$ cat config.mk
export PLATFORM = sky130hd
export DESIGN_NAME = rgbw_light_effect_sequencer_flat
export DESIGN_NICKNAME = d
export VERILOG_FILES = /design/src/hdl/rgbwl_pkg.sv /design/src/hdl/rgbwl_if.sv /design/src/hdl/rgbw_light_effect_sequencer.sv /design/src/hdl/rgbwl_core.sv /design/src/flat_wrapper.sv
export SDC_FILE = /design/constraint.sdc
export NUM_CORES = 1
export LEC_CHECK = 0
export BUFFER_PORTS_ARGS = -buffer_cell sky130_fd_sc_hd__clkbuf_2
export CAP_MARGIN = 25
export CORE_MARGIN = 3
export CORE_UTILIZATION = 48
export CTS_CLUSTER_SIZE = 20
export DETAILED_ROUTE_END_ITERATION = 12
export SLEW_MARGIN = 25
export SYNTH_ARGS = -nofsm -noshare
export SYNTH_HDL_FRONTEND = slang
export SYNTH_SLANG_ARGS = --single-unit
$ cat constraint.sdc
create_clock -name clk -period 4.9 [get_ports clk]
set_clock_uncertainty 0.2 [all_clocks]
set_input_delay 1.47 -clock clk [delete_from_list [all_inputs] [get_ports clk]]
set_output_delay 1.47 -clock clk [all_outputs]
set_load 0.05 [all_outputs]
$ cat src/hdl/rgbwl_pkg.sv
// rgbwl_pkg: shared types, constants and lookup tables of the rgbw light effect sequencer
package rgbwl_pkg;

	localparam int unsigned LEVEL_W = 8;
	localparam int unsigned TIMER_W = 9;

	localparam logic [LEVEL_W-1:0] FADE_TOP = 8'd255;
	localparam logic [LEVEL_W-1:0] FULL_ON  = 8'd255;

	localparam logic [3:0] PROG_STATIC_LAST = 4'd6;
	localparam logic [3:0] PROG_STROBE      = 4'd7;
	localparam logic [3:0] PROG_RAMP        = 4'd8;
	localparam logic [3:0] PROG_CROSS       = 4'd9;
	localparam logic [3:0] DEPTH_MAX        = 4'd9;

	localparam logic [3:0] PHASE_WRAP      = 4'd14;
	localparam logic [3:0] PHASE_LAST      = 4'd13;
	localparam logic [3:0] CROSS_WRAP      = 4'd8;
	localparam logic [3:0] CROSS_LAST      = 4'd7;

	// channel masks, bit 0 red, 1 green, 2 blue, 3 white
	localparam logic [3:0] M_R = 4'b0001;
	localparam logic [3:0] M_G = 4'b0010;
	localparam logic [3:0] M_B = 4'b0100;
	localparam logic [3:0] M_W = 4'b1000;

	typedef logic [3:0][LEVEL_W-1:0] levels_t;

	typedef struct packed {
		logic       enabled;
		logic [3:0] program_req;
		logic [3:0] depth;
		logic       tick;
	} in_item_t;

	typedef struct packed {
		levels_t levels;
		logic    levels_changed;
	} result_t;

	function automatic logic [7:0] depth_level(input logic [3:0] d);
		case (d)
			4'd0:    return 8'd25;
			4'd1:    return 8'd25;
			4'd2:    return 8'd44;
			4'd3:    return 8'd64;
			4'd4:    return 8'd83;
			4'd5:    return 8'd102;
			4'd6:    return 8'd134;
			4'd7:    return 8'd166;
			4'd8:    return 8'd217;
			default: return 8'd255;
		endcase
	endfunction

	function automatic logic [TIMER_W-1:0] fade_speed(input logic [3:0] d);
		case (d)
			4'd0:    return 9'd20;
			4'd1:    return 9'd20;
			4'd2:    return 9'd15;
			4'd3:    return 9'd10;
			4'd4:    return 9'd6;
			4'd5:    return 9'd5;
			4'd6:    return 9'd4;
			4'd7:    return 9'd3;
			4'd8:    return 9'd2;
			default: return 9'd1;
		endcase
	endfunction

	// half of the strobe period table
	function automatic logic [TIMER_W-1:0] strobe_hold(input logic [3:0] d);
		case (d)
			4'd0:    return 9'd350;
			4'd1:    return 9'd350;
			4'd2:    return 9'd300;
			4'd3:    return 9'd250;
			4'd4:    return 9'd200;
			4'd5:    return 9'd175;
			4'd6:    return 9'd150;
			4'd7:    return 9'd125;
			4'd8:    return 9'd100;
			default: return 9'd50;
		endcase
	endfunction

	function automatic logic [3:0] strobe_count(input logic [3:0] d);
		case (d)
			4'd0:    return 4'd4;
			4'd1:    return 4'd4;
			4'd2:    return 4'd5;
			4'd3:    return 4'd6;
			4'd4:    return 4'd6;
			4'd5:    return 4'd7;
			4'd6:    return 4'd7;
			4'd7:    return 4'd8;
			4'd8:    return 4'd8;
			default: return 4'd9;
		endcase
	endfunction

	// red, green, blue, purple, yellow, cyan, then white
	function automatic logic [3:0] colour_mask(input logic [2:0] k, input logic white_mode);
		case (k)
			3'd0:    return M_R;
			3'd1:    return M_G;
			3'd2:    return M_B;
			3'd3:    return M_R | M_B;
			3'd4:    return M_R | M_G;
			3'd5:    return M_G | M_B;
			default: return white_mode ? M_W : (M_R | M_G | M_B);
		endcase
	endfunction

	function automatic levels_t apply_mask(input logic [3:0] mask, input logic [7:0] v);
		levels_t l;
		for (int i = 0; i < 4; i++) begin
			l[i] = mask[i] ? v : 8'd0;
		end
		return l;
	endfunction

	function automatic levels_t mk_levels(input logic [7:0] r, input logic [7:0] g,
			input logic [7:0] b, input logic [7:0] w);
		levels_t l;
		l[0] = r;
		l[1] = g;
		l[2] = b;
		l[3] = w;
		return l;
	endfunction

endpackage

$ cat src/hdl/rgbwl_if.sv
// rgbwl_if: request and level channel interfaces with valid/ready handshake
interface rgbwl_req_if;
	logic       valid;
	logic       ready;
	logic       enabled;
	logic [3:0] program_req;
	logic [3:0] depth;
	logic       tick;

	modport source (output valid, enabled, program_req, depth, tick, input ready);
	modport sink (input valid, enabled, program_req, depth, tick, output ready);
endinterface

interface rgbwl_rsp_if;
	logic       valid;
	logic       ready;
	logic [7:0] red_level;
	logic [7:0] green_level;
	logic [7:0] blue_level;
	logic [7:0] white_level;
	logic       levels_changed;

	modport source (output valid, red_level, green_level, blue_level, white_level,
		levels_changed, input ready);
	modport sink (input valid, red_level, green_level, blue_level, white_level,
		levels_changed, output ready);
endinterface

$ cat src/hdl/rgbw_light_effect_sequencer.sv
// rgbw_light_effect_sequencer: top level with input stage, effect core and result register
//
//  channel  dir  handshake      payload
//  req      in   valid/ready    enabled, program_req, depth, tick
//  rsp      out  valid/ready    red/green/blue/white_level, levels_changed
//  cfg      in   cfg_we         cfg_wdata (white_mode)
//
// one item per cycle unless rsp stalls; a result passes the input and result registers
// the input register feeds the core, whose state updates as the result is registered
// a stalled result register holds the core and the input stage; req stays ready while
// the input stage is empty or moving
// reset clears the effect state and white_mode; restart is pending after reset
module rgbw_light_effect_sequencer import rgbwl_pkg::*; (
	input  logic   clk,
	input  logic   arst_n,
	rgbwl_req_if.sink   req,
	rgbwl_rsp_if.source rsp,
	input  logic   cfg_we,
	input  logic   cfg_wdata
);

	in_item_t item_s1;
	logic     valid_s1;
	result_t  res_q;
	result_t  res_d;
	logic     res_valid_q;
	logic     white_mode_q;
	logic     adv;
	logic     step;

	assign adv       = !res_valid_q || rsp.ready;
	assign step      = valid_s1 && adv;
	assign req.ready = !valid_s1 || adv;

	always_ff @(posedge clk or negedge arst_n) begin
		if (!arst_n) begin
			white_mode_q <= 1'b0;
		end else if (cfg_we) begin
			white_mode_q <= cfg_wdata;
		end
	end

	always_ff @(posedge clk or negedge arst_n) begin
		if (!arst_n) begin
			valid_s1 <= 1'b0;
		end else if (req.ready) begin
			valid_s1 <= req.valid;
		end
	end

	always_ff @(posedge clk) begin
		if (req.valid && req.ready) begin
			item_s1.enabled     <= req.enabled;
			item_s1.program_req <= req.program_req;
			item_s1.depth       <= req.depth;
			item_s1.tick        <= req.tick;
		end
	end

	rgbwl_core u_core (
		.clk        (clk),
		.arst_n     (arst_n),
		.step       (step),
		.item       (item_s1),
		.white_mode (white_mode_q),
		.result     (res_d)
	);

	always_ff @(posedge clk or negedge arst_n) begin
		if (!arst_n) begin
			res_valid_q <= 1'b0;
		end else if (adv) begin
			res_valid_q <= valid_s1;
		end
	end

	always_ff @(posedge clk) begin
		if (step) begin
			res_q <= res_d;
		end
	end

	assign rsp.valid          = res_valid_q;
	assign rsp.red_level      = res_q.levels[0];
	assign rsp.green_level    = res_q.levels[1];
	assign rsp.blue_level     = res_q.levels[2];
	assign rsp.white_level    = res_q.levels[3];
	assign rsp.levels_changed = res_q.levels_changed;

`ifndef SYNTHESIS
	a_step_gives_result: assert property (@(posedge clk) disable iff (!arst_n)
		step |=> res_valid_q)
		else $error("stepped item did not reach the result register");

	a_disabled_no_write: assert property (@(posedge clk) disable iff (!arst_n)
		step && !item_s1.enabled |=> !res_q.levels_changed)
		else $error("disabled item wrote the levels");

	a_stall_holds_stage: assert property (@(posedge clk) disable iff (!arst_n)
		valid_s1 && !adv |=> valid_s1 && $stable(item_s1))
		else $error("input stage lost an item under stall");
`endif

endmodule

$ cat src/hdl/rgbwl_core.sv
// rgbwl_core: effect state registers and the one-step next-state logic
module rgbwl_core import rgbwl_pkg::*; (
	input  logic     clk,
	input  logic     arst_n,
	input  logic     step,
	input  in_item_t item,
	input  logic     white_mode,
	output result_t  result
);

	logic [3:0]         last_prog_q, last_prog_d;
	logic [3:0]         last_dep_q, last_dep_d;
	logic               rp_q, rp_d;
	logic [3:0]         ph_q, ph_d;
	logic [TIMER_W-1:0] ht_q, ht_d;
	logic [7:0]         fade_q, fade_d;
	logic [3:0]         fl_q, fl_d;
	levels_t            lvl_q, lvl_d;
	logic               wrote;
	logic               prog_ok;
	logic [3:0]         mask;
	logic [7:0]         f, m, x;

	assign prog_ok = (item.program_req != 4'd0) && (item.program_req <= PROG_CROSS)
		&& (item.depth <= DEPTH_MAX);

	always_comb begin
		last_prog_d = last_prog_q;
		last_dep_d  = last_dep_q;
		rp_d        = rp_q;
		ph_d        = ph_q;
		ht_d        = ht_q;
		fade_d      = fade_q;
		fl_d        = fl_q;
		lvl_d       = lvl_q;
		wrote       = 1'b0;
		mask        = colour_mask(ph_q[3:1], white_mode);
		f           = fade_q;
		m           = FADE_TOP - fade_q;
		x           = fade_q;

		if (item.tick && (ht_q != '0))
			ht_d = ht_q - TIMER_W'(1);

		if (item.enabled) begin
			if ((item.program_req != last_prog_q) || (item.depth != last_dep_q)) begin
				last_prog_d = item.program_req;
				last_dep_d  = item.depth;
				rp_d        = 1'b1;
				fade_d      = 8'd0;
			end
			if (prog_ok) begin
				priority if (item.program_req <= PROG_STATIC_LAST) begin
					if (rp_d) begin
						rp_d  = 1'b0;
						lvl_d = apply_mask(colour_mask(3'(item.program_req - 4'd1), white_mode),
							depth_level(item.depth));
						wrote = 1'b1;
					end
				end else if (item.program_req == PROG_STROBE) begin
					if (rp_d) begin
						rp_d = 1'b0;
						ph_d = 4'd0;
						ht_d = '0;
						fl_d = strobe_count(item.depth);
					end
					if (ph_d >= PHASE_WRAP) begin
						ph_d = 4'd0;
					end else if (ht_d == '0) begin
						ht_d  = strobe_hold(item.depth);
						wrote = 1'b1;
						if (!ph_d[0]) begin
							lvl_d = apply_mask(colour_mask(ph_d[3:1], white_mode), FULL_ON);
							ph_d  = ph_d + 4'd1;
						end else begin
							lvl_d = '0;
							if (fl_d > 4'd1) begin
								fl_d = fl_d - 4'd1;
								ph_d = ph_d - 4'd1;
							end else begin
								fl_d = strobe_count(item.depth);
								ph_d = (ph_d >= PHASE_LAST) ? 4'd0 : ph_d + 4'd1;
							end
						end
					end
				end else if (item.program_req == PROG_RAMP) begin
					if (rp_d) begin
						rp_d = 1'b0;
						ph_d = 4'd0;
						ht_d = '0;
					end
					if (ph_d >= PHASE_WRAP) begin
						ph_d = 4'd0;
					end else if (ht_d == '0) begin
						mask = colour_mask(ph_d[3:1], white_mode);
						if (!ph_d[0]) begin
							if (fade_d < FADE_TOP) begin
								lvl_d  = apply_mask(mask, fade_d);
								wrote  = 1'b1;
								fade_d = fade_d + 8'd1;
							end else begin
								ph_d = ph_d + 4'd1;
							end
						end else begin
							if (fade_d != 8'd0) begin
								lvl_d  = apply_mask(mask, fade_d);
								wrote  = 1'b1;
								fade_d = fade_d - 8'd1;
							end else begin
								ph_d = (ph_d >= PHASE_LAST) ? 4'd0 : ph_d + 4'd1;
							end
						end
						ht_d = fade_speed(item.depth);
					end
				end else begin
					if (rp_d || (ph_d >= CROSS_WRAP)) begin
						rp_d   = 1'b0;
						ph_d   = 4'd0;
						ht_d   = '0;
						fade_d = 8'd0;
						lvl_d  = '0;
						wrote  = 1'b1;
					end else if (ht_d == '0) begin
						ht_d = fade_speed(item.depth);
						if (fade_d >= FADE_TOP) begin
							ph_d   = (ph_d >= CROSS_LAST) ? 4'd1 : ph_d + 4'd1;
							fade_d = 8'd0;
						end else begin
							f     = fade_d;
							m     = FADE_TOP - fade_d;
							x     = (f > m) ? f : m;
							wrote = 1'b1;
							unique case (ph_d[2:0])
								3'd0: lvl_d = apply_mask(colour_mask(3'd6, white_mode), f);
								3'd1: lvl_d = white_mode ? mk_levels(f, 8'd0, 8'd0, m)
									: mk_levels(x, m, m, 8'd0);
								3'd2: lvl_d = mk_levels(m, f, 8'd0, 8'd0);
								3'd3: lvl_d = mk_levels(8'd0, m, f, 8'd0);
								3'd4: lvl_d = mk_levels(f, 8'd0, x, 8'd0);
								3'd5: lvl_d = mk_levels(x, f, m, 8'd0);
								3'd6: lvl_d = mk_levels(m, x, f, 8'd0);
								3'd7: lvl_d = white_mode ? mk_levels(8'd0, m, m, f)
									: mk_levels(f, x, x, 8'd0);
							endcase
							fade_d = f + 8'd1;
						end
					end
				end
			end
		end
	end

	always_ff @(posedge clk or negedge arst_n) begin
		if (!arst_n) begin
			last_prog_q <= '0;
			last_dep_q  <= '0;
			rp_q        <= 1'b1;
			ph_q        <= '0;
			ht_q        <= '0;
			fade_q      <= '0;
			fl_q        <= '0;
			lvl_q       <= '0;
		end else if (step) begin
			last_prog_q <= last_prog_d;
			last_dep_q  <= last_dep_d;
			rp_q        <= rp_d;
			ph_q        <= ph_d;
			ht_q        <= ht_d;
			fade_q      <= fade_d;
			fl_q        <= fl_d;
			lvl_q       <= lvl_d;
		end
	end

	assign result.levels         = lvl_d;
	assign result.levels_changed = wrote;

endmodule

$ cat src/flat_wrapper.sv
// flat-port wrapper written by rule: the top's interface ports become plain ports
module rgbw_light_effect_sequencer_flat import rgbwl_pkg::*;
  (clk, arst_n, cfg_we, cfg_wdata, req_valid, req_enabled, req_program_req, req_depth, req_tick, req_ready, rsp_valid, rsp_red_level, rsp_green_level, rsp_blue_level, rsp_white_level, rsp_levels_changed, rsp_ready);
  rgbwl_req_if req_i ();
  rgbwl_rsp_if rsp_i ();
  input  logic clk;
  input  logic arst_n;
  input  logic cfg_we;
  input  logic cfg_wdata;
  input wire logic [$bits(req_i.valid)-1:0] req_valid;
  input wire logic [$bits(req_i.enabled)-1:0] req_enabled;
  input wire logic [$bits(req_i.program_req)-1:0] req_program_req;
  input wire logic [$bits(req_i.depth)-1:0] req_depth;
  input wire logic [$bits(req_i.tick)-1:0] req_tick;
  output wire logic [$bits(req_i.ready)-1:0] req_ready;
  output wire logic [$bits(rsp_i.valid)-1:0] rsp_valid;
  output wire logic [$bits(rsp_i.red_level)-1:0] rsp_red_level;
  output wire logic [$bits(rsp_i.green_level)-1:0] rsp_green_level;
  output wire logic [$bits(rsp_i.blue_level)-1:0] rsp_blue_level;
  output wire logic [$bits(rsp_i.white_level)-1:0] rsp_white_level;
  output wire logic [$bits(rsp_i.levels_changed)-1:0] rsp_levels_changed;
  input wire logic [$bits(rsp_i.ready)-1:0] rsp_ready;
  assign req_i.valid = req_valid;
  assign req_i.enabled = req_enabled;
  assign req_i.program_req = req_program_req;
  assign req_i.depth = req_depth;
  assign req_i.tick = req_tick;
  assign req_ready = req_i.ready;
  assign rsp_valid = rsp_i.valid;
  assign rsp_red_level = rsp_i.red_level;
  assign rsp_green_level = rsp_i.green_level;
  assign rsp_blue_level = rsp_i.blue_level;
  assign rsp_white_level = rsp_i.white_level;
  assign rsp_levels_changed = rsp_i.levels_changed;
  assign rsp_i.ready = rsp_ready;
  rgbw_light_effect_sequencer u_core (.clk(clk), .arst_n(arst_n), .req(req_i), .rsp(rsp_i), .cfg_we(cfg_we), .cfg_wdata(cfg_wdata));
endmodule
==> reports/metrics.cfg <==
[power]
total_power_mw=5.00
powerDensity_nw_per_um2=423
peakVddDrop_v=0.000248
leakage_nw=4.66

[clocking]
cts_setup_buffers=0
cts_root_buf=clkbuf_16
clkSlewWorstSetupHoldPaths_ns=0.07
tritoncts=yes
clock-sinks=136
htreeDepth=4
clockBufferDepth=2
postCtsHoldBufs=0
clk_latency_ns=0.45
ctsResizeCount=0
cts_buffers=17

[sta]
setup_viol_count_final=0
slew_headroom_pct=22.0
finalSetupTns_ns=0
clock.fmax_mhz=219
rsz0062_at_grt=false
finalMaxSlewViolations=0
worstMarginPinSlew_ns=1.16
hold_viol=0
finalCriticalPeriod_ns=4.57
min_period_over_period_pct=93.4

[worst_setup_path]
criticalPathCategory=register to register
cp_max_fo=10
cp.arrival_ns=4.52
worstSetupStartpointType=register
worstSetupEndpointType=register
required_ns=4.85

[global_routing]
grt_usage_pct=35.3
grt-ovfl-total=0
antenna_found_initial=0
grt_pass1_wl_mm=65.6
first_global_vias=10891
grt_max_degree=70

[floorplan]
rows=53
die_h_um=154
start_util_pct=49.6
dieArea_um2=23900
die_width_um=154
ios=51
coreArea_um2=21400

[place]
dpl.hpwl_mm=31.1
portBuffers=50
globalplace.congestion=1.05

[job]
drv_cap=0

[logic_synthesis]
synth_nets=1403
synthCells=1361
synth_seq_area_share_pct=33.1
synth-warning-count=0
synth_top_area_share_pct=16.1
synth_area_per_cell_um2=7.78
synth-edff-count=43
synth-seq-cells=136
synthTopCellsByArea=dfrtp_1 16%, edfxtp_1 12%, nand2_1 5.9%
synth_cell_types=91
async_flop_share_pct=50.7
syn_area_um2=10600
yosysTopAreaCell=dfrtp_1
synth_top_flop_cell=dfrtp_1

[drt]
route.detailed.drc=1
ant_nets=0
first_iter_violations=1699
via_per_inst=6.95
vias=11627
wire_per_inst_um=25.8
routed_wl_mm=43.2
drt_pass1_iterations=12

[status]
status=complete, but fails checks
violations=DRC

[cells_and_area]
n_antenna_cell=0
final_common_cell=nand2_1
area_delta_synth_final_pct=11.6
nets=1426
drive_above_1_share_pct=13.2
layout_common_cells=165 x nand2_1, 150 x nor2_1, 107 x a21oi_1

[worst_hold_path]
hold_path_class=register to register

[cells by family (layout without fill, tap and decap cells)]
group / count (synthesis) / count (layout) / synth area share [%]
simple gates: 546 / 546 / 24.7
compound gates: 476 / 476 / 30.0
flops: 136 / 136 / 33.1
buf+inv: 133 / 169 / 4.99
mux: 28 / 28 / 2.79
fa+ha+maj: 26 / 26 / 3.07
xor+xnor: 16 / 16 / 1.32
[path summary, 6_finish.rpt]
path | slack [ns] | from | end | depth (start not counted)
min in group asynchronous | 0.86 | arst_n | u_core.u_core.fade_q[6] | 1
hold reg to reg | 0.25 | register | u_core.u_core.ht_q[0] | 2
setup / recovery | 0.33 | u_core.item_s1[7] | u_core.rsp.green_level[3] | 15
max in group asynchronous | 3.13 | arst_n | u_core.u_core.ht_q[1] | 1
setup reg to reg | 0.33 | u_core.item_s1[7] | u_core.rsp.green_level[3] | 15
hold / removal | 0.25 | register | u_core.u_core.ht_q[0] | 2
[metal layers]
metal / share of wire (%) / GRT usage, %
met1: 40 / 47.1
met2: 45 / 54.4
met3: 9.6 / 7.27
met4: 5.8 / 18.1
met5: 0 / 0
[critical path, stage by stage (launching register included)]
cell and delay, ns:
edfxtp_1 0.53, xnor2_1 0.22, nand4_1 0.31, nor2_1 0.23, nand2_1 0.10, buf_4 0.20, ha_1 0.28, nand2_1 0.15
nor3_1 0.06, o211ai_1 0.43, nand2_1 0.14, o31a_1 0.46, nand2_2 0.20, nand2_1 0.17, a2111oi_2 0.47, a21oi_1 0.12
[synthesized netlist by cell type (13+ instances only)]
cell      count
a21o_1       16
a211oi_1     16
o22ai_1      13
ha_1         26
nor2_1      151
xnor2_1      14
nand2_1     165
and3_1       24
clkbuf_1     84
inv_1        30
edfxtp_1     43
a31oi_1      41
nand3_1      62
a21oi_1     107
nand4_1      26
a221oi_1     17
nor3_1       31
mux2i_1      16
o211ai_1     13
o21a_1       13
dfxtp_1      24
dfrtp_1      68
nand2b_1     16
o21ai_0     100
[where the power goes]
part / internal [mW] / leakage [nW] / total, mW / switching, mW
logic: 0.631 / 2.89 / 1.94 / 1.30
registers: 1.42 / 1.47 / 1.70 / 0.283
clock network: 0.774 / 0.300 / 1.36 / 0.582
total: 2.83 / 4.66 / 5.00 / 2.17
[area by class of cell]
type / instances / area (um2)
sequential: 136 / 3500
timing repair buffer: 105 / 669
clock inverter: 12 / 121
tap: 275 / 344
clock buffer: 20 / 479
fill: 2036 / 9540
inverter: 32 / 120
multi-input combinational: 1092 / 6580
[through the flow]
step	cell area (um2)	hold slack, ns	std cells	utilization [%]	setup WS, ns
floorplan	10600	0.220	1361	-	0.690
global placement	11200	0.245	1640	52.5	0.338
detailed placement	11200	0.251	1640	52.5	0.457
CTS	11800	0.260	1672	55.3	0.440
global route	11800	0.308	1672	55.3	0.00522
finish	11800	0.250	1672	55.3	0.326
(Power assumes the default switching activity.)
